<file path="src/ccks_pkg.sv">
// Shared types and constants for the ChaCha keystream block.
`default_nettype none

package ccks_pkg;

	localparam int WORD_W     = 32;
	localparam int OUT_W      = 64;
	localparam int STATE_N    = 16;
	localparam int IDX_W      = 3;
	localparam int DR_W       = 4;
	localparam int RND_W      = DR_W + 1;
	localparam int APB_ADDR_W = 6;
	localparam int APB_DATA_W = 64;
	localparam int REG_SEL_W  = 3;

	localparam logic [DR_W-1:0]  DR_RESET = DR_W'(10);
	localparam logic [IDX_W-1:0] IDX_LAST = IDX_W'(7);

	// Register indexes, byte address 8*i
	localparam logic [REG_SEL_W-1:0] REG_KEY_0      = 3'd0;
	localparam logic [REG_SEL_W-1:0] REG_KEY_1      = 3'd1;
	localparam logic [REG_SEL_W-1:0] REG_KEY_2      = 3'd2;
	localparam logic [REG_SEL_W-1:0] REG_KEY_3      = 3'd3;
	localparam logic [REG_SEL_W-1:0] REG_NONCE_LOW  = 3'd4;
	localparam logic [REG_SEL_W-1:0] REG_NONCE_HIGH = 3'd5;
	localparam logic [REG_SEL_W-1:0] REG_DROUNDS    = 3'd6;

	// "expand 32-byte k"
	localparam logic [WORD_W-1:0] SIGMA_0 = 32'h6170_7865;
	localparam logic [WORD_W-1:0] SIGMA_1 = 32'h3320_646e;
	localparam logic [WORD_W-1:0] SIGMA_2 = 32'h7962_2d32;
	localparam logic [WORD_W-1:0] SIGMA_3 = 32'h6b20_6574;

	localparam int ROT_0 = 16;
	localparam int ROT_1 = 12;
	localparam int ROT_2 = 8;
	localparam int ROT_3 = 7;

	typedef logic [WORD_W-1:0] word_t;

	typedef struct packed {
		logic [3:0][OUT_W-1:0] key;
		logic [OUT_W-1:0]      nonce_low;
		logic [WORD_W-1:0]     nonce_high;
		logic [DR_W-1:0]       drounds;
	} cfg_t;

	typedef struct packed {
		logic             load;
		logic             round;
		logic             diag;
		logic             add;
		logic [IDX_W-1:0] idx;
	} cmd_t;

endpackage

`default_nettype wire

</file>
<file path="src/ccks_cfg_regs.sv">
// APB configuration registers: key, nonce and double round count.
`default_nettype none

module ccks_cfg_regs (
	input  wire logic                            clk,
	input  wire logic                            arst_n,
	input  wire logic                            psel,
	input  wire logic                            penable,
	input  wire logic                            pwrite,
	input  wire logic [ccks_pkg::APB_ADDR_W-1:0] paddr,
	input  wire logic [ccks_pkg::APB_DATA_W-1:0] pwdata,
	output logic      [ccks_pkg::APB_DATA_W-1:0] prdata,
	output logic                                 pready,
	output ccks_pkg::cfg_t                       cfg
);

	ccks_pkg::cfg_t                   cfg_q;
	logic [ccks_pkg::REG_SEL_W-1:0] sel;
	logic                             wr_en;

	assign sel    = paddr[ccks_pkg::APB_ADDR_W-1:3];
	assign wr_en  = psel && penable && pwrite;
	assign pready = 1'b1;
	assign cfg    = cfg_q;

	always_ff @(posedge clk or negedge arst_n) begin
		if (!arst_n) begin
			cfg_q <= '{key: '0, nonce_low: '0, nonce_high: '0,
				drounds: ccks_pkg::DR_RESET};
		end else if (wr_en) begin
			unique case (sel)
				ccks_pkg::REG_KEY_0:      cfg_q.key[0]     <= pwdata;
				ccks_pkg::REG_KEY_1:      cfg_q.key[1]     <= pwdata;
				ccks_pkg::REG_KEY_2:      cfg_q.key[2]     <= pwdata;
				ccks_pkg::REG_KEY_3:      cfg_q.key[3]     <= pwdata;
				ccks_pkg::REG_NONCE_LOW:  cfg_q.nonce_low  <= pwdata;
				ccks_pkg::REG_NONCE_HIGH: cfg_q.nonce_high <= pwdata[ccks_pkg::WORD_W-1:0];
				ccks_pkg::REG_DROUNDS:    cfg_q.drounds    <= pwdata[ccks_pkg::DR_W-1:0];
				default: begin
					// drop writes past the register list
				end
			endcase
		end
	end

	always_comb begin
		unique case (sel)
			ccks_pkg::REG_KEY_0:      prdata = cfg_q.key[0];
			ccks_pkg::REG_KEY_1:      prdata = cfg_q.key[1];
			ccks_pkg::REG_KEY_2:      prdata = cfg_q.key[2];
			ccks_pkg::REG_KEY_3:      prdata = cfg_q.key[3];
			ccks_pkg::REG_NONCE_LOW:  prdata = cfg_q.nonce_low;
			ccks_pkg::REG_NONCE_HIGH: prdata = ccks_pkg::APB_DATA_W'(cfg_q.nonce_high);
			ccks_pkg::REG_DROUNDS:    prdata = ccks_pkg::APB_DATA_W'(cfg_q.drounds);
			default:                  prdata = '0;
		endcase
	end

endmodule

`default_nettype wire

</file>
<file path="config.mk">
export PLATFORM = sky130hd
export DESIGN_NAME = ccks_cfg_regs
export DESIGN_NICKNAME = d
export VERILOG_FILES = /design/src/ccks_pkg.sv /design/src/ccks_cfg_regs.sv
export SDC_FILE = /design/constraint.sdc
export NUM_CORES = 1
export LEC_CHECK = 0
export BUFFER_PORTS_ARGS = -buffer_cell sky130_fd_sc_hd__buf_2
export CORE_ASPECT_RATIO = 0.5
export CORE_MARGIN = 3
export CORE_UTILIZATION = 47
export CTS_CLUSTER_SIZE = 25
export DETAILED_ROUTE_END_ITERATION = 6
export GPL_TIMING_DRIVEN = 0
export PLACE_DENSITY = 0.81
export SLEW_MARGIN = 20
export SYNTH_ARGS = -nofsm -noshare
export SYNTH_HDL_FRONTEND = slang
export SYNTH_SLANG_ARGS = --single-unit
</file>
<file path="constraint.sdc">
create_clock -name clk -period 1 [get_ports clk]
set_input_delay 0 -clock clk [delete_from_list [all_inputs] [get_ports clk]]
set_output_delay 0 -clock clk [all_outputs]
set_load 0.02 [all_outputs]
</file>
==> metrics.txt, run 1 <==
run status finished with violations; failing checks hold timing, setup timing; number of flip-flops under the largest register name 356; sequential fraction of the synthesis area between 50 and 60%; Critical Path AT 1.75 ns; largest net degree at the start of global routing 98; Post-route DRC 0; clock group share of total power 25.1%; Setup-failing EPs final 582; Seq cells post-synth approximately 360; DIE HEIGHT 138 microns; largest fanout on the critical path 3; Comb pwr share 38.3%; clk_skew 0 ns; distinct cell type count after synthesis 38; Synth area leader dfrtp_1; layout cells sized above 1 68.6%; worst-margin pin slew between 0.6 and 0.7 ns; Worst-Skew Late Latency about 0.53 ns; Tot Pwr around 55 mW; CTS tree built; Horiz. Die Dim roughly 270 microns; Fin Hold WS -0.511 ns; synthesis-to-layout area growth 58.4%; FFs w/ async S/R, synth 100%; power share of the sequential group 36.6%; Setup WS post-layout -0.748 ns; DRT iter0 DRCs roughly 1200; Total Wirelength ~70000 microns; Worst Path Required 1.00 ns; Setup TNS -93.38 ns; Post-DRT Antenna Nets 0; Crit-path slowest cell dfrtp_1; CTS root buffer clkbuf_16; crit path launch type flip-flop; CTS Buf Count 35; total of max-cap violations 0; Max IR drop VDD between 1 and 1.5 mV; syn nets around 1200; DP Wirelength approximately 44000 microns; switching share of power between 30% and 40%; Psw a little under 20 mW; mapped cell area around 16000 sq um; Synth area leaders dfrtp_1, mux2_2, mux2i_1; Post-synth EDFFs 0; drt pass-1 iters 5; H-tree depth 2; PortBufs 490; Nets between 1500 and 2000; LEAKAGE between 10 and 15 nW; Warnings, synthesis 0; Synth Area per Inst 14.1 sq um; Cell Pwr Density between 2000 and 2500 nW/um^2; Multi-input gate area between 8000 and 9000 sq um; crit share post-route 175%; crit-path cells mux2_2 > a221oi_2 > nor2_1 > buf_2; global-route wire length before repair 98900 microns; Via Count between 10000 and 15000; unrepaired setup endpoints after global routing yes; clock transition at the registers of the reported paths approximately 0.08 ns; row cnt 47; Final Slew Violations 0; GRT Util Overall approximately a third; Starting Density between 40% and 50%; Core Area about 34000 sq um; Via density about 6.0; initial antenna violation count 5; Register Area slightly below 9000 sq um; cell-internal power roughly 35 mW; Hold Buf Count CTS 64; top_reg_cell synth dfrtp_1; Rel. slew slack 53.4%; minimum clock period around 1.7 ns; CTS max path bufs 3; number of fill cells about 1900; cells after synthesis 1172; hold crit path type in2async; Die ar. 37500 sq um; number of top-level pins about 500; GRT overflow 0; critical path type reg2out; Synth top cells by count mux2_2, dfrtp_1, mux2i_1; global placement routability congestion around 0.9; most frequent cell after synthesis mux2_2; CP endpoint kind output pin; Final Hold Viols 93; DR WL/cell approximately 29 microns; max incr delay on CP between 0.3 and 0.4 ns; Yosys top cell area share 53.7%; fmax about 0.57 GHz; CTS sink cnt 356; vias in the first global route about 15000
==> cell type report <==
class                      instances  area share (%)
timing repair buffer             713            22.5
inverter                           1          0.0144
clock buffer                      49            3.98
sequential                       356            34.2
multi-input combinational        727            33.4
clock inverter                    14           0.407
buffer                            88            3.21
antenna                            5          0.0479
tap                              465            2.23
==> routing by layer <==
| metal | GRT usage, % | vias to the layer above | wire length [microns] |
|---|---|---|---|
| li1 | - | 5842 | - |
| met1 | 42.4 | 7514 | 26900 |
| met2 | 58.5 | 821 | 34400 |
| met3 | 5.38 | 313 | 3780 |
| met4 | 20.3 | 0 | 5270 |
| met5 | 0 | - | 0 |
==> power groups by stage <==
stage	Clock, mW	Combinational (mW)	Sequential (mW)
finish	13.7	21.0	20.0
detailed placement	0	15.4	19.9
global route	14.4	21.7	20.3
floorplan	0	6.23	22.9
global placement	0	15.1	19.8
CTS	13.6	18.9	19.6
==> through the flow <==
step | cell area, sq um | std cells | hold WS (ns) | utilization, % | setup slack [ns]
5_1_grt | 26100 | 2418 | -0.466 | 77.3 | -0.811
6_report | 26100 | 2418 | -0.511 | 77.3 | -0.748
2_1_floorplan | 17800 | 1172 | -0.296 | - | -0.376
3_3_place_gp | 20900 | 2127 | 0.295 | 61.7 | -7.61
4_1_cts | 25100 | 2356 | -0.484 | 74.2 | -0.718
3_5_place_dp | 21000 | 2130 | 0.0713 | 62.0 | -1.12
==> what timing repair did <==
action,CTS,global route
pin swaps,45,33
setup endpoints to repair,702,620
endpoints found under the hold margin,439,83
resized for setup,465,207
buffers inserted,99,85
==> critical path, delay by kind of cell (launching register included) <==
family	cells	cell delay [ns]
DFF	1	0.39
muxes	1	0.28
AOI/OAI and AO/OA	1	0.25
buffers and inverters	1	0.18
and+or+nand+nor	1	0.12
==> placed cells by master (no fill, tap or decap), types with 11 or more instances in the layout <==
cell type,count
dfrtp_1,330
buf_6,272
buf_2,265
mux2_4,245
mux2_2,165
buf_4,152
mux2i_1,79
dlygate4sd3_1,64
clkbuf_16,37
o21a_1,35
a221oi_2,34
nor2_1,30
dfrtp_2,24
nand2_1,19
buf_8,18
clkbuf_2,15
a21oi_4,11
==> path summary, 6_finish.rpt <==
check	startpoint	end	slack [ns]	cells after the start
max reg2reg	cfg[272]	cfg[272]	-0.16	4
min in group clk	penable	cfg[4]	0.10	4
max	cfg[163]	prdata[63]	-0.75	4
min	arst_n	cfg[120]	-0.51	1
max in group asynchronous	arst_n	cfg[71]	0.51	2
min reg2reg	cfg[280]	cfg[280]	0.52	1
==> cells by family after synthesis <==
kind of cell	Yosys count	share of synthesized area, %
multiplexers	495	33.1
flip-flops	356	54.0
AO/OA/AOI/OAI	142	6.50
AND/OR/NAND/NOR	89	2.96
buffers and inverters	89	3.37
other	1	0.0227
No activity file was read; power rests on OpenSTA's default activity.
==> run 2, diff against run 1 <==
Settings changed: CORE_UTILIZATION 47 to 44, MAX_ROUTING_LAYER set to met4, PLACE_DENSITY 0.81 to 0.77.
==> run 2 against run 1 <==
Net effect: the run still ends with hold timing, setup timing left; die area grew 6.6%; global-route usage shrank 0.16 points; utilization shrank 3.8 points; cell area grew 2.4%; cell count grew 2.2%; critical path type unchanged; via count grew 0.79%; clock power grew 3%; fmax grew 0.49%.
==> metrics.txt, run 2 (same netlist as run 1, synthesis figures left out) <==
placed inst area roughly 21000 sq um; row cnt around 50; CTS sink cnt ~360; PortBufs 490; WP buf/inv 1; Psw 19.5 mW; synthesis-to-layout area growth 62.2%; H-tree depth 2; GRT overflow 0; Final Hold Viols around 260; Final Slew Violations 0; Comb pwr share 39.2%; critical path type reg2out; Nets approximately 2000; Worst Path Required 1.00 ns; DP Wirelength 44500 microns; LEAKAGE approximately 13 nW; reg2reg end cfg[268]; Via Count ~15000; CTS max path bufs 3; hold crit path type in2async; worst-margin pin slew 0.670 ns; post-route cell area between 20000 and 30000 sq um; DRT iter0 DRCs 1182; minimum clock period about 1.7 ns; GRT Util Overall 34.5%; CTS tree built; clock transition at the registers of the reported paths roughly 0.070 ns; Max IR drop VDD 1.24 mV; number of fill cells roughly 2200; initial antenna violation count 2; largest net degree at the start of global routing 97; CTS root buffer clkbuf_16; Crit-path slowest cell dfrtp_1; crit path launch type flip-flop; Hold Buf Count CTS between 60 and 70; Post-route DRC 0; Multi-input gate area 8700 sq um; Setup-failing EPs final 590; DIE HEIGHT 143 microns; vias in the first global route ~15000; clock group share of total power 25.2%; Register-to-Register Path Depth 4; worst r2r src cfg[268]; Horiz. Die Dim about 280 microns; Core Area between 30000 and 40000 sq um; number of flip-flops under the largest register name roughly 360; Levels on crit path 4; cell-internal power around 37 mW; number of top-level pins just under 500; CTS Buf Count 35; DR WL/cell 29.1 microns; layout cells sized above 1 between 60 and 70%; delay-heaviest family, CP flip-flops; CP endpoint kind output pin; Register Area about 8900 sq um; switching share of power 34.7%; Setup WS post-layout -0.740 ns; Fin Hold WS -0.634 ns; Via density ~5.9; Cell Pwr Density 2100 nW/um^2; fmax 0.575 GHz; global placement routability congestion 0.900; clk_skew 0 ns; Tot Pwr approximately 56 mW; Worst Setup EP prdata[34]; failing checks hold timing, setup timing; commonest non-fill, non-tap cell in the layout dfrtp_1; largest fanout on the critical path 3; run status finished with violations; R2R setup slack -0.16 ns; crit path from cfg[262]; Post-DRT Antenna Nets 0; global-route wire length before repair about 100000 microns; Worst-Skew Late Latency 0.53 ns; Starting Density between 40% and 50%; crit share post-route 174%; drt pass-1 iters 5; power share of the sequential group a little over a third; Critical Path AT approximately 1.7 ns; most frequent cells in the layout dfrtp_1, buf_6, mux2_4, buf_2, buf_4; final core occ about three quarters; Rel. slew slack between 50% and 60%; Total Wirelength around 72000 microns; max incr delay on CP 0.41 ns; total of max-cap violations 0; unrepaired setup endpoints after global routing yes; Die ar. between 30000 and 40000 sq um; crit-path cells mux2_4 > a221oi_4 > nor2_4 > buf_6
-- run 2: cell count changes in the layout (fill, tap and decap cells not counted), moves of 5 or more --
cell,delta
buf_2,-49
buf_4,+35
buf_6,+47
clkbuf_1,+5
mux2_2,+10
mux2_4,-10
-- run 2: layer usage --
layer | wire length, microns | global-route usage (%)
met5 | 0 | -
met4 | 5050 | 17.0
met3 | 4440 | 5.16
met2 | 34900 | 56.4
met1 | 27600 | 42.3
-- run 2: area by class of cell --
cell class	instances	share of cell area [%]
buffer	88	3.06
clock buffer	52	3.86
multi-input combinational	727	32.5
sequential	356	33.4
timing repair buffer	749	24.4
antenna	4	0.0374
clock inverter	11	0.510
tap	484	2.26
inverter	1	0.0140
-- run 2: worst min path at each step --
stage,end,depth (start not counted),slack [ns],start
after floorplan,cfg[0],0,-0.30,arst_n
after global placement,cfg[355],2,0.30,pwdata[63]
after detailed placement,cfg[42],1,-0.07,arst_n
after CTS,cfg[42],1,-0.63,arst_n
after global routing,cfg[106],1,-0.61,arst_n
final,cfg[106],1,-0.63,arst_n
-- run 2: timing repair --
item                       4_1_cts  5_1_grt
setup endpoints to repair      758      612
cloned                           0        0
gates resized for setup        529      241
pin swaps                       49       20
hold endpoints to repair       614      258
setup buffers                  124      105
-- run 2: power by group through the flow --
stage               clock, mW  sequential [mW]  combinational, mW
floorplan                   0             22.9               6.23
global placement            0             19.8               15.2
detailed placement          0             19.8               15.5
CTS                      14.0             19.6               19.8
global route             14.8             20.2               22.8
finish                   14.1             20.0               22.0
-- run 2: stage by stage --
| step | TNS, ns | cells | worst slack [ns] |
|---|---|---|---|
| final | -96.97 | 2472 | -0.740 |
| after global routing | -112.07 | 2470 | -0.789 |
| after CTS | -91.67 | 2401 | -0.722 |
| after detailed placement | -326.48 | 2150 | -1.10 |
| after global placement | -2814.83 | 2146 | -7.71 |
| after floorplan | -116.28 | 1172 | -0.376 |
==> run 3, diff against run 2 <==
Settings changed: CELL_PAD_IN_SITES_DETAIL_PLACEMENT set to 0, CELL_PAD_IN_SITES_GLOBAL_PLACEMENT set to 1, CORE_UTILIZATION 44 to 37, PLACE_DENSITY 0.77 to 0.8.
==> run 3 against run 2 <==
Net effect: the run still ends with hold timing, setup timing left; die area up 18%; power is essentially flat; cell area grew 1.3%; sequential share of layout area is 0.44 points lower; fmax down 0.40%; sequential cell count unchanged; utilization decreased by 12 points; register-to-register slack better by 0.13 ns; combinational power about the same; setup slack lost 0.0069 ns; largest power group unchanged; count of clock-buffer cells in the layout fell by 1; first-iteration DRC count down 5.4%; critical path type unchanged.
==> metrics.txt, run 3 (same netlist as run 1, synthesis figures left out) <==
GRT Util Overall between 20% and 30%; synthesis-to-layout area growth 64.4%; LEAKAGE between 10 and 15 nW; dpl cells about 2300; most frequent cells in the layout buf_6, dfrtp_1, mux2_4, buf_4, buf_2; GRT overflow 0; Rel. slew slack a little over half; vias in the first global route between 10000 and 15000; Fin Hold WS -0.0408 ns; global placement routability congestion between 0.8 and 0.9; max incr delay on CP roughly 0.44 ns; Post-Layout Cell Count around 2600; PortBufs 490; Multi-input gate area 8670 sq um; largest net degree at the start of global routing 94; Core Area between 40000 and 50000 sq um; Final Slew Violations 0; Tot Pwr about 56 mW; crit share post-route 175%; H-tree depth 2; DR WL/cell between 20 and 30 microns; cell-internal power roughly 37 mW; clk_skew 0 ns; clock transition at the registers of the reported paths ~0.07 ns; DIE HEIGHT 155 microns; minimum clock period roughly 1.7 ns; Worst-Skew Late Latency 0.53 ns; Critical Path AT about 1.8 ns; Post-DRT Antenna Nets 0; Total Wirelength a little under 70000 microns; Die ar. 47300 sq um; commonest non-fill, non-tap cell in the layout buf_6; switching share of power about a third; final core occ just over 60%; Starting Density 37.7%; DP Wirelength about 46000 microns; Crit-path slowest cell dfrtp_1; CP endpoint kind output pin; pre-CTS setup slack -1.05 ns; Horiz. Die Dim just over 300 microns; number of fill cells around 3200; Post-route DRC 0; failing checks hold timing, setup timing; Setup WS post-layout -0.747 ns; Setup TNS -87.67 ns; clock group share of total power ~25%; critical path type reg2out; CTS tree built; Setup-failing EPs final around 440; crit-path cells mux2_4 > a221oi_2 > nor2_1 > buf_4; number of top-level pins 496; number of flip-flops under the largest register name 356; power share of the sequential group a little over a third; Register Area 8940 sq um; unrepaired setup endpoints after global routing yes; CTS sink cnt around 360; Comb pwr share just under 40%; fmax ~0.57 GHz; Via Count between 10000 and 15000; worst-margin pin slew ~0.70 ns; crit path launch type flip-flop; Psw around 19 mW; hold crit path type in2async; CTS max path bufs 3; total of max-cap violations 0; Final Hold Viols 24; CTS Buf Count 37; Via density between 5 and 6; drt pass-1 iters 5; Max IR drop VDD 1.27 mV; Nets ~2000; layout cells sized above 1 between 60% and 70%; Worst Path Required 1.00 ns; CTS root buffer clkbuf_16; initial antenna violation count 3; global-route wire length before repair 97600 microns; largest fanout on the critical path 3; run status finished with violations; DRT iter0 DRCs about 1100; Cell Pwr Density between 2000 and 2500 nW/um^2; row cnt 54
==> run 3: worst paths after layout <==
path | from | to | slack, ns | cells after the start
setup / recovery | cfg[136] | prdata[36] | -0.75 | 4
max in group asynchronous | arst_n | cfg[187] | 0.01 | 3
hold / removal | arst_n | cfg[125] | -0.04 | 2
setup reg to reg | cfg[290] | cfg[290] | -0.03 | 3
min in group clk | penable | cfg[35] | 0.07 | 4
hold reg to reg | cfg[27] | cfg[27] | 0.53 | 1
==> run 3: layout make-up <==
| cell class | instances | area share (%) |
|---|---|---|
| tap | 588 | 2.71 |
| multi-input combinational | 727 | 32.0 |
| antenna | 3 | 0.0277 |
| timing repair buffer | 744 | 25.0 |
| sequential | 356 | 33.0 |
| clock inverter | 14 | 0.480 |
| inverter | 1 | 0.0138 |
| clock buffer | 51 | 3.87 |
| buffer | 88 | 2.96 |
==> run 3: through the flow <==
stage	cell area, sq um	hold slack, ns
finish	27100	-0.0408
global route	27100	-0.0191
CTS	25300	0.0144
detailed placement	21100	-0.0116
global placement	21000	0.298
floorplan	17800	-0.296
==> run 3: per-layer routing <==
| layer | up-vias | share of wire [%] | GRT usage (%) | routed length (microns) |
|---|---|---|---|---|
| li1 | 5913 | - | - | - |
| met1 | 7372 | 40 | 33.2 | 27500 |
| met2 | 506 | 51 | 48.5 | 35300 |
| met3 | 229 | 3.5 | 3.14 | 2410 |
| met4 | 0 | 6.1 | 14.3 | 4200 |
| met5 | - | 0 | - | 0 |
==> run 3: what timing repair did <==
| item | in CTS | in global routing |
|---|---|---|
| gates resized for setup | 445 | 433 |
| endpoints found under the hold margin | 711 | 6 |
| hold buffers | 65 | 1 |
| setup buffers | 110 | 97 |
| pin swaps | 42 | 35 |
| setup endpoints to repair | 701 | 602 |
==> run 3: critical path: cells and delay by family, from the launching register on <==
kind / cells / cell delay [ns]
AO/OA/AOI/OAI: 1 / 0.23
buffers and inverters: 1 / 0.16
flip-flops: 1 / 0.44
multiplexers: 1 / 0.30
AND/OR/NAND/NOR: 1 / 0.07
==> run 3: power by group through the flow <==
| stage | sequential, mW | clock (mW) | combinational, mW |
|---|---|---|---|
| 2_1_floorplan | 22.9 | 0 | 6.23 |
| 3_3_place_gp | 19.8 | 0 | 15.4 |
| 3_5_place_dp | 19.8 | 0 | 15.6 |
| 4_1_cts | 19.6 | 14.1 | 19.2 |
| 5_1_grt | 20.3 | 14.7 | 22.8 |
| 6_report | 20.0 | 14.1 | 22.0 |
