==> src/ccks_pkg.sv <==
// Shared types and constants for the ChaCha keystream block.
`default_nettype none

package ccks_pkg;

	localparam int WORD_W     = 32;
	localparam int OUT_W      = 64;
	localparam int STATE_N    = 16;
	localparam int IDX_W      = 3;
	localparam int DR_W       = 4;
	localparam int RND_W      = DR_W + 1;
	localparam int APB_ADDR_W = 6;
	localparam int APB_DATA_W = 64;
	localparam int REG_SEL_W  = 3;

	localparam logic [DR_W-1:0]  DR_RESET = DR_W'(10);
	localparam logic [IDX_W-1:0] IDX_LAST = IDX_W'(7);

	// Register indexes, byte address 8*i
	localparam logic [REG_SEL_W-1:0] REG_KEY_0      = 3'd0;
	localparam logic [REG_SEL_W-1:0] REG_KEY_1      = 3'd1;
	localparam logic [REG_SEL_W-1:0] REG_KEY_2      = 3'd2;
	localparam logic [REG_SEL_W-1:0] REG_KEY_3      = 3'd3;
	localparam logic [REG_SEL_W-1:0] REG_NONCE_LOW  = 3'd4;
	localparam logic [REG_SEL_W-1:0] REG_NONCE_HIGH = 3'd5;
	localparam logic [REG_SEL_W-1:0] REG_DROUNDS    = 3'd6;

	// "expand 32-byte k"
	localparam logic [WORD_W-1:0] SIGMA_0 = 32'h6170_7865;
	localparam logic [WORD_W-1:0] SIGMA_1 = 32'h3320_646e;
	localparam logic [WORD_W-1:0] SIGMA_2 = 32'h7962_2d32;
	localparam logic [WORD_W-1:0] SIGMA_3 = 32'h6b20_6574;

	localparam int ROT_0 = 16;
	localparam int ROT_1 = 12;
	localparam int ROT_2 = 8;
	localparam int ROT_3 = 7;

	typedef logic [WORD_W-1:0] word_t;

	typedef struct packed {
		logic [3:0][OUT_W-1:0] key;
		logic [OUT_W-1:0]      nonce_low;
		logic [WORD_W-1:0]     nonce_high;
		logic [DR_W-1:0]       drounds;
	} cfg_t;

	typedef struct packed {
		logic             load;
		logic             round;
		logic             diag;
		logic             add;
		logic [IDX_W-1:0] idx;
	} cmd_t;

endpackage

`default_nettype wire

==> src/ccks_ctrl.sv <==
// Block sequencer: request accept, round count, final add, word output.
`default_nettype none

module ccks_ctrl (
	input  wire logic                         clk,
	input  wire logic                         arst_n,
	input  wire logic                         in_valid,
	output logic                              in_ready,
	output logic                              out_valid,
	input  wire logic                         out_ready,
	input  wire logic [ccks_pkg::DR_W-1:0]    drounds,
	output ccks_pkg::cmd_t                    cmd,
	output logic      [ccks_pkg::IDX_W-1:0]   word_index,
	output logic                              last_word
);

	localparam logic [1:0] ST_IDLE  = 2'd0;
	localparam logic [1:0] ST_ROUND = 2'd1;
	localparam logic [1:0] ST_ADD   = 2'd2;
	localparam logic [1:0] ST_OUT   = 2'd3;

	logic [1:0]                     state_q;
	logic [ccks_pkg::RND_W-1:0]     rnd_q;
	logic [ccks_pkg::IDX_W-1:0]     idx_q;
	logic                           in_fire;
	logic                           out_fire;
	logic                           rnd_last;

	assign in_ready  = (state_q == ST_IDLE);
	assign out_valid = (state_q == ST_OUT);
	assign in_fire   = in_valid && in_ready;
	assign out_fire  = out_valid && out_ready;
	// last half round is 2*drounds - 1
	assign rnd_last  = (rnd_q == ({drounds, 1'b0} - ccks_pkg::RND_W'(1)));

	assign word_index = idx_q;
	assign last_word  = (idx_q == ccks_pkg::IDX_LAST);

	always_comb begin
		cmd       = '0;
		cmd.load  = in_fire;
		cmd.round = (state_q == ST_ROUND);
		cmd.diag  = rnd_q[0];
		cmd.add   = (state_q == ST_ADD);
		cmd.idx   = idx_q;
	end

	always_ff @(posedge clk or negedge arst_n) begin
		if (!arst_n) begin
			state_q <= ST_IDLE;
			rnd_q   <= '0;
			idx_q   <= '0;
		end else begin
			unique case (state_q)
				ST_IDLE: begin
					rnd_q <= '0;
					idx_q <= '0;
					if (in_fire) begin
						state_q <= (drounds == '0) ? ST_ADD : ST_ROUND;
					end
				end
				ST_ROUND: begin
					rnd_q <= rnd_q + ccks_pkg::RND_W'(1);
					if (rnd_last) begin
						state_q <= ST_ADD;
					end
				end
				ST_ADD: begin
					state_q <= ST_OUT;
				end
				ST_OUT: begin
					if (out_fire) begin
						idx_q <= idx_q + ccks_pkg::IDX_W'(1);
						if (last_word) begin
							state_q <= ST_IDLE;
						end
					end
				end
				default: state_q <= ST_IDLE;
			endcase
		end
	end

`ifndef SYNTH
	a_accept_leaves_idle: assert property (@(posedge clk) disable iff (!arst_n)
		in_fire |=> (state_q != ST_IDLE))
		else $error("accepted request did not start a block");

	a_last_word_returns_idle: assert property (@(posedge clk) disable iff (!arst_n)
		(out_fire && last_word) |=> (state_q == ST_IDLE))
		else $error("block did not end after its last word");

	a_round_in_range: assert property (@(posedge clk) disable iff (!arst_n)
		(state_q == ST_ROUND) |-> (rnd_q < {drounds, 1'b0}))
		else $error("round counter ran past the configured count");

	a_no_overlap: assert property (@(posedge clk) disable iff (!arst_n)
		!(in_ready && out_valid))
		else $error("request taken while keystream words pending");
`endif

endmodule

`default_nettype wire

==> config.mk <==
export PLATFORM = sky130hd
export DESIGN_NAME = ccks_ctrl
export DESIGN_NICKNAME = d
export VERILOG_FILES = /design/src/ccks_pkg.sv /design/src/ccks_ctrl.sv
export SDC_FILE = /design/constraint.sdc
export NUM_CORES = 1
export LEC_CHECK = 0
export ABC_AREA = 0
export BUFFER_PORTS_ARGS = -buffer_cell sky130_fd_sc_hd__clkbuf_2
export CORE_ASPECT_RATIO = 0.75
export CORE_MARGIN = 5
export CORE_UTILIZATION = 35
export CTS_BUF_LIST = sky130_fd_sc_hd__clkbuf_2 sky130_fd_sc_hd__clkbuf_4 sky130_fd_sc_hd__clkbuf_8
export DETAILED_ROUTE_END_ITERATION = 6
export GPL_TIMING_DRIVEN = 0
export SYNTH_ARGS = -nofsm -noshare
export SYNTH_HDL_FRONTEND = slang
export SYNTH_SLANG_ARGS = --single-unit
export TNS_END_PERCENT = 5
==> constraint.sdc <==
create_clock -name clk -period 2.02 [get_ports clk]
set_input_delay 0.101 -clock clk [delete_from_list [all_inputs] [get_ports clk]]
set_output_delay 0.101 -clock clk [all_outputs]
set_load 0.01 [all_outputs]
==> impl_metrics.csv, run 1 <==
group,metric,value,unit
logic_synthesis,avgSynthCellArea,10.2,um2
setup_path,worstSetupEndpointType,"flop",
global_routing,grt_max_degree,11,
setup_path,path_class,"flop to flop",
timing,rsz0062_at_grt,"false",
route,vias,638,
clocking,clk_latency,0.25,ns
logic_synthesis,synth_area,806,um2
clocking,clockBufferDepth,2,
logic_synthesis,netlist_top_cells_area,"dfrtp_1 (31%), ha_1 (12%), a22o_1 (5.4%)",
logic_synthesis,synth_edf_count,0,
clocking,cts_buffers,3,
placement,hpwl,1.32,mm
route,drc,0,
timing,max_freq,520,MHz
global_routing,grt_pass1_vias,627,
placement,dp_cells,124,
pwr,power.leakage,0.524,nW
placement,place_congestion,0.715,
route,drt_iter0_drc,14,
setup_path,crit_chain,"inv_1 > ha_1 > buf_6 > nor2b_4 > or4_1 > o221a_1 > o211ai_2",
logic_synthesis,ys_ff_latch,10,
global_routing,antenna_found_initial,0,
hold_path,holdCritPathClass,"primary input to async pin",
global_routing,grt_pass1_wl,2.71,mm
layout,num-fill-cells,230,
floorplanning,coreArea,2250,um2
pwr,ir_drop,0.685,mV
timing,finalCriticalPeriod,1.92,ns
layout,antennaDiodeCount,0,
timing,maxSlewViolCount,0,
clocking,cts_resized,0,
timing,final-setup-viol-count,0,
layout,final_nets,123,
global_routing,overflow,0,
logic_synthesis,synth_top_area_cell,"dfrtp_1",
setup_path,required,2.20,ns
route,routed_wl,1.61,mm
route,routed_via_density,4.91,
timing,hold_viol_final,0,
floorplanning,start_util,0.358,
logic_synthesis,ys_async_sr_fraction,1.00,
logic_synthesis,synth_nets,95,
clocking,clk_pin_slew,0.06,ns
placement,port_buffers,20,
logic_synthesis,synth_seq_area_share,0.311,
timing,relSlewSlack,0.725,
floorplanning,ioPinCount,21,
timing,fin_skew,0.00327,ns
logic_synthesis,synth_top_cell_area_share,0.311,
layout,drive_gt1_frac,0.343,
setup_path,crit_fanout,10,
global_routing,track_usage,0.108,
clocking,h-tree-depth,1,
floorplanning,die_y,51.6,um
logic_synthesis,yosysWarnings,0,
floorplanning,fp-row-count,15,
clocking,cts_tree,"done",
logic_synthesis,ys_types,32,
setup_path,arrival,2.11,ns
job,cap_violations,0,
clocking,cts.sinks,10,
outcome,status,"finished clean",
route,ant_nets,0,
setup_path,crit_path_top_delay_cell,"or4_1",
floorplanning,die_area,3370,um2
layout,area_growth,22.2,%
route,wl_per_cell,12.4,um
route,drtPass1Iterations,4,
logic_synthesis,synthFlopType,"dfrtp_1",
timing,period_share,0.952,
floorplanning,die_w,65.4,um
setup_path,start_kind,"flop",
timing,finalSetupTns,0,ns
layout,stdcell_count,130,
logic_synthesis,synthCells,79,
clocking,root_buffer,"clkbuf_4",
pwr,pwr_density_cell,1300,nW/um2
timing,tightest_slew,0.413,ns
setup_path,max_stage_delay,0.52,ns
## synthesized netlist by cell type (2+ instances only)
library cell,instances
dfrtp_1,10
ha_1,8
a22o_1,5
buf_4,5
nor2_1,5
xor2_1,5
inv_1,4
nand2_1,4
nand2b_1,3
nand4_1,3
o21ai_0,3
mux2_2,2
nand3_1,2
xnor2_1,2
## registers in the layout, summed over array words and instances, names as in the netlist
signal and count:
state_q 2, word_index 3, rnd_q 5
## placed cells by master, fill, tap and decap left out, types with 2 or more instances in the layout
cell      netlist  routed
clkbuf_2        0      20
dfrtp_1        10      10
ha_1            8       8
buf_4           5       7
nor2_1          5       5
a22o_1          5       5
xor2_1          5       5
inv_1           4       4
nand2_1         4       4
nand2b_1        3       3
o21ai_0         3       3
nand4_1         3       3
clkbuf_4        0       3
mux2_2          2       2
xnor2_1         2       2
nand3_1         2       2
## kinds of logic (layout without fill, tap and decap cells)
family	count (synthesis)	after routing	synth area share
simple gates	25	25	0.188
compound gates	14	14	0.149
buf+inv	11	37	0.0838
flops	10	10	0.311
fa+ha+maj	8	8	0.124
xor+xnor	8	8	0.104
mux	3	3	0.0404
## through the flow
stage / power (mW) / setup slack (ns) / area (um2) / utilization / hold WS [ns]
4_1_cts: 1.28 / 0.0746 / 970 / 0.431 / 0.239
3_5_place_dp: 1.14 / 0.0894 / 937 / 0.416 / -0.0178
5_1_grt: 1.41 / 0.00104 / 985 / 0.437 / 0.252
3_3_place_gp: 1.12 / 0.102 / 937 / 0.416 / -0.0193
2_1_floorplan: 0.929 / 0.162 / 806 / - / -0.195
6_report: 1.28 / 0.0969 / 985 / 0.437 / 0.241
## report_power, final
group / switching (mW) / internal [mW] / leakage (nW) / total, mW
Sequential: 0.0866 / 0.265 / 0.132 / 0.352
Clock: 0.0589 / 0.0683 / 0.0138 / 0.127
Combinational: 0.383 / 0.420 / 0.378 / 0.803
Total: 0.529 / 0.754 / 0.524 / 1.28
## critical path: cells and delay by family, from the launching register on
kind | cells | cell delay [ns]
AOI/OAI and AO/OA | 2 | 0.32
adders and majority gates | 1 | 0.22
buffers and inverters | 2 | 0.25
DFF | 1 | 0.41
and+or+nand+nor | 2 | 0.65
## routing by layer
layer,vias up,part of all wire,global-route usage
met1,281,0.55,0.153
met2,19,0.38,0.153
li1,336,-,-
met5,-,0,0
met4,0,0.0074,0.0621
met3,2,0.065,0.0216
## area by class of cell
cell class	instances	area, um2	share of cell area
timing repair buffer	23	125	0.127
clock buffer	3	22.5	0.0229
buffer	7	52.6	0.0534
inverter	4	15.0	0.0152
tap	25	31.3	0.0318
sequential	10	250	0.254
multi-input combinational	58	488	0.496
## worst paths after layout
| kind | startpoint | to | slack [ns] | cells past startpoint |
|---|---|---|---|---|
| setup reg to reg | state_q[1]$_DFFE_PN0P_ | state_q[0]$_DFFE_PN0P_ | 0.1 | 7 |
| max in group asynchronous | arst_n | rnd_q[1]$_DFFE_PN0P_ | 1.57 | 2 |
| min in group clk | out_ready | word_index[0]$_DFFE_PN0P_ | 0.26 | 3 |
| hold reg to reg | rnd_q[3]$_DFFE_PN0P_ | rnd_q[3]$_DFFE_PN0P_ | 0.55 | 1 |
| setup / recovery | state_q[1]$_DFFE_PN0P_ | state_q[0]$_DFFE_PN0P_ | 0.1 | 7 |
| hold / removal | arst_n | word_index[1]$_DFFE_PN0P_ | 0.24 | 2 |
## repair_timing
action                                  CTS  global route
endpoints found under the setup margin    0             1
hold buffers                              1             0
buffers inserted                          0             2
hold endpoints to repair                 10             0
No activity file was read; power rests on OpenSTA's default activity.
==> run 2, diff against run 1 <==
Clock period 2.02 ns to 2.05 ns, I/O delays scaled along.
==> run 2 against run 1 <==
Count of clock-buffer cells in the layout unchanged; routed wire length shrank 1.2%; fmax is 0.34% lower; combinational power down 5.2%; cell count shrank 1.5%; flip-flop and latch count stayed put; clock skew hardly changed; register-to-register slack improved by 0.02 ns; first-iteration DRC count did not move; critical path type unchanged; largest cell class unchanged; largest power group unchanged.
==> impl_metrics.csv, run 2 (synthesis results as in run 1) <==
group,metric,value,unit
outcome,status,"finished clean",
pwr,power.leakage,0.514,nW
timing,rsz0062_at_grt,"false",
floorplanning,start_util,0.358,
setup_path,required,2.23,ns
hold_path,holdCritPathClass,"primary input to async pin",
timing,tightest_slew,0.412,ns
clocking,cts_buffers,3,
setup_path,crit_chain,"inv_1 > ha_1 > buf_6 > nor2b_4 > or4_1 > o221a_1 > o211ai_2",
layout,antennaDiodeCount,0,
floorplanning,coreArea,2250,um2
placement,port_buffers,20,
setup_path,worstSetupEndpointType,"flop",
pwr,ir_drop,0.679,mV
layout,seq_area,250,um2
placement,place_area,937,um2
layout,multi_input_area,488,um2
clocking,cts.sinks,10,
clocking,clockBufferDepth,2,
setup_path,crit-reg2reg-launch,"state_q[0]$_DFFE_PN0P_",
layout,drive_gt1_frac,0.330,
global_routing,grt_max_degree,11,
layout,most-common-layout-cells,"clkbuf_2 (20), dfrtp_1 (10), ha_1 (8)",
global_routing,overflow,0,
route,wl_per_cell,12.4,um
global_routing,antenna_found_initial,0,
route,vias,630,
route,drtPass1Iterations,4,
clocking,clk_latency,0.25,ns
setup_path,arrival,2.11,ns
timing,relSlewSlack,0.726,
route,drc,0,
setup_path,path_class,"flop to flop",
placement,place_congestion,0.715,
layout,final_nets,121,
floorplanning,fp-row-count,15,
setup_path,crit_path_top_delay_cell,"or4_1",
route,routed_wl,1.59,mm
pwr,pwr_density_cell,1270,nW/um2
timing,max_freq,518,MHz
route,routed_via_density,4.92,
floorplanning,die_w,65.4,um
global_routing,grt_pass1_vias,627,
global_routing,track_usage,0.108,
timing,final-setup-viol-count,0,
floorplanning,die_y,51.6,um
layout,largest_register_ffs,5,
clocking,clk_pin_slew,0.06,ns
setup_path,rrSetupSlack,0.12,ns
route,ant_nets,0,
setup_path,crit_fanout,10,
pwr,power,1.23,mW
route,drt_iter0_drc,14,
layout,stdcell_area,970,um2
global_routing,grt_pass1_wl,2.71,mm
layout,final_common_cell,"clkbuf_2",
setup_path,setup.worst_path.end,"state_q[0]$_DFFE_PN0P_",
job,cap_violations,0,
clocking,h-tree-depth,1,
setup_path,worstReg2RegEnd,"state_q[0]$_DFFE_PN0P_",
setup_path,setup.worst_path.start,"state_q[0]$_DFFE_PN0P_",
layout,num-fill-cells,232,
clocking,root_buffer,"clkbuf_4",
timing,finalSetupTns,0,ns
clocking,cts_tree,"done",
placement,hpwl,1.32,mm
timing,fin_skew,0.00338,ns
setup_path,start_kind,"flop",
setup_path,r2r_cells,7,
floorplanning,ioPinCount,21,
layout,largest-register,"rnd_q",
timing,hold_viol_final,0,
layout,area_growth,20.3,%
timing,finalCriticalPeriod,1.93,ns
timing,period_share,0.941,
setup_path,max_stage_delay,0.52,ns
timing,maxSlewViolCount,0,
floorplanning,die_area,3370,um2
==> run 2: cell count changes in the layout (fill, tap and decap cells not counted) <==
cell,before,now
buf_4,7,5
==> run 2: worst max-delay path: cells and delay by family, from the launching register on <==
family | cells | cell delay (ns)
buffers and inverters | 2 | 0.23
adder cells (fa/ha/maj) | 1 | 0.23
AND/OR/NAND/NOR | 2 | 0.65
flip-flops | 1 | 0.42
AO/OA/AOI/OAI | 2 | 0.32
==> run 2: what timing repair did <==
item | in CTS | in global routing
gates resized for setup | 0 | 0
setup buffers | 0 | 0
hold endpoints to repair | 10 | 0
hold buffers | 1 | 0
==> run 2: how the worst min path moves through the flow <==
stage	cells past startpoint	from	slack (ns)	endpoint
CTS	2	arst_n	0.24	word_index[1]$_DFFE_PN0P_
detailed placement	1	arst_n	-0.02	rnd_q[0]$_DFFE_PN0P_
global route	2	arst_n	0.25	word_index[1]$_DFFE_PN0P_
floorplan	0	arst_n	-0.19	rnd_q[0]$_DFFE_PN0P_
global placement	1	arst_n	-0.02	rnd_q[0]$_DFFE_PN0P_
finish	2	arst_n	0.24	word_index[1]$_DFFE_PN0P_
==> run 2: power by group <==
group	switching, mW	internal, mW
Combinational	0.370	0.391
Clock	0.0581	0.0673
Sequential	0.0871	0.261
==> run 2: stage by stage <==
step	setup slack [ns]	cells	util	hold WS (ns)
after global routing	0.0107	128	0.431	0.254
after global placement	0.132	124	0.416	-0.0178
after CTS	0.105	128	0.431	0.241
after detailed placement	0.119	124	0.416	-0.0163
final	0.120	128	0.431	0.242
after floorplan	0.192	79	-	-0.193
==> run 2: routing by layer <==
metal / share of wire / up-vias / wire length, um / track usage
met3: 0.066 / 2 / 105 / 0.0216
met4: 0.0075 / 0 / 12 / 0.0621
met2: 0.38 / 19 / 603 / 0.153
met1: 0.55 / 276 / 871 / 0.153
met5: 0 / - / 0 / 0
li1: - / 333 / - / -
==> run 2: final cells by class <==
| cell class | instances | share of cell area |
|---|---|---|
| flip-flops and latches | 10 | 0.258 |
| well taps | 25 | 0.0323 |
| inverters | 4 | 0.0155 |
| repair buffers | 21 | 0.114 |
| plain buffers | 7 | 0.0542 |
| multi-input cells | 58 | 0.503 |
| clock buffers | 3 | 0.0232 |
==> run 3, diff against run 2 <==
Settings changed: CORE_ASPECT_RATIO 0.75 to default.
Clock period 2.05 ns to 2.4 ns, I/O delays scaled along.
==> run 3 against run 2 <==
Count of clock-buffer cells in the layout up 1; sequential share of layout area down 0.46 points; flip-flop and latch count unchanged; non-clock buffer count unchanged; largest cell class unchanged; routed wire length up 0.56%; fmax down 1.6%; critical path type unchanged.
==> impl_metrics.csv, run 3 (synthesis results as in run 1) <==
group,metric,value,unit
placement,dp_cells,127,
setup_path,crit_fanout,10,
clocking,postCtsSetupBuffers,0,
layout,area_growth,22.5,%
job,cap_violations,0,
setup_path,path_class,"flop to flop",
layout,largest-register,"rnd_q",
timing,final-setup-viol-count,0,
placement,place_area,941,um2
placement,port_buffers,20,
setup_path,start_kind,"flop",
pwr,power,1.10,mW
layout,largest_register_ffs,5,
pwr,switching_share,0.411,
timing,relSlewSlack,0.731,
pwr,power.leakage,0.521,nW
floorplanning,start_util,0.364,
pwr,pwr_density_cell,1120,nW/um2
layout,drive_gt1_frac,0.337,
floorplanning,die_y,58.0,um
clocking,clk_latency,0.26,ns
global_routing,grt_pass1_wl,2.68,mm
global_routing,overflow,0,
route,drtPass1Iterations,4,
clocking,clockBufferDepth,2,
route,ant_nets,0,
timing,tightest_slew,0.403,ns
clocking,cts.sinks,10,
global_routing,track_usage,0.103,
setup_path,r2r_cells,7,
placement,pre_cts_slack,0.461,ns
layout,most-common-layout-cells,"clkbuf_2 (20), dfrtp_1 (10), ha_1 (8)",
floorplanning,fp-row-count,17,
global_routing,grt_max_degree,11,
pwr,power.share.clock,0.136,
pwr,seqPwrFrac,0.266,
timing,rsz0062_at_grt,"false",
setup_path,arrival,2.14,ns
route,drc,0,
setup_path,required,2.58,ns
layout,final_nets,121,
pwr,p_int,0.650,mW
timing,finalSetupTns,0,ns
route,routed_via_density,4.88,
timing,finalCriticalPeriod,1.96,ns
layout,final_core_util,0.446,
timing,maxSlewViolCount,0,
clocking,root_buffer,"clkbuf_4",
floorplanning,ioPinCount,21,
timing,whs,0.257,ns
layout,stdcell_count,132,
timing,hold_viol_final,0,
layout,final_common_cell,"clkbuf_2",
route,vias,644,
timing,fin_skew,0.00474,ns
route,wl_per_cell,12.1,um
route,routed_wl,1.60,mm
outcome,status,"finished clean",
placement,place_congestion,0.836,
route,drt_iter0_drc,17,
clocking,cts_buffers,3,
floorplanning,die_area,3360,um2
timing,setup_ws,0.439,ns
global_routing,grt_pass1_vias,656,
layout,antennaDiodeCount,0,
pwr,p_comb_frac,0.598,
setup_path,worstSetupEndpointType,"flop",
clocking,clk_pin_slew,0.07,ns
clocking,cts_tree,"done",
global_routing,antenna_found_initial,0,
pwr,ir_drop,0.543,mV
floorplanning,coreArea,2210,um2
pwr,p_switching,0.453,mW
clocking,h-tree-depth,1,
floorplanning,die_w,58.0,um
hold_path,holdCritPathClass,"primary input to async pin",
timing,max_freq,510,MHz
timing,period_share,0.817,
placement,hpwl,1.29,mm
layout,stdcell_area,987,um2
==> run 3: cell types whose count changed in the layout (fill, tap and decap cells not counted), sizes merged <==
| cell | change |
|---|---|
| clkbuf | +1 |
==> run 3: area by class of cell <==
| class | instances | area, um2 |
|---|---|---|
| fillers | 238 | 1220 |
| repair buffers | 21 | 110 |
| plain buffers | 7 | 52.6 |
| multi-input cells | 58 | 488 |
| flip-flops and latches | 10 | 250 |
| clock buffers | 4 | 36.3 |
| well taps | 28 | 35.0 |
| inverters | 4 | 15.0 |
==> run 3: routing by layer <==
| metal | GRT usage | vias up | routed length [um] |
|---|---|---|---|
| met4 | 0.0795 | 0 | 27 |
| met3 | 0.0111 | 2 | 95 |
| li1 | - | 329 | - |
| met5 | 0 | - | 0 |
| met2 | 0.148 | 22 | 679 |
| met1 | 0.138 | 291 | 800 |
==> run 3: final timing paths <==
kind / from / endpoint / slack [ns]
max in group asynchronous: arst_n / state_q[0]$_DFFE_PN0P_ / 1.94
hold / removal: arst_n / rnd_q[0]$_DFFE_PN0P_ / 0.26
min in group clk: out_ready / word_index[0]$_DFFE_PN0P_ / 0.28
setup reg to reg: state_q[0]$_DFFE_PN0P_ / state_q[0]$_DFFE_PN0P_ / 0.44
setup / recovery: state_q[0]$_DFFE_PN0P_ / state_q[0]$_DFFE_PN0P_ / 0.44
hold reg to reg: rnd_q[3]$_DFFE_PN0P_ / rnd_q[3]$_DFFE_PN0P_ / 0.53
==> run 3: power by group through the flow <==
stage	registers [mW]	clock network [mW]	logic, mW
2_1_floorplan	0.286	0	0.496
3_3_place_gp	0.294	0	0.646
3_5_place_dp	0.297	0	0.658
4_1_cts	0.294	0.154	0.663
5_1_grt	0.308	0.164	0.725
6_report	0.294	0.149	0.659
==> run 3: timing repair <==
item | 4_1_cts | 5_1_grt
hold endpoints to repair | 10 | 0
hold buffers | 1 | 0
resized for setup | 0 | 0
==> run 3: critical path, cell delays in order (launching register included) <==
cell      delay [ns]
dfrtp_1         0.42
inv_1           0.09
ha_1            0.24
buf_6           0.15
nor2b_4         0.13
or4_1           0.51
o221a_1         0.27
o211ai_2        0.07
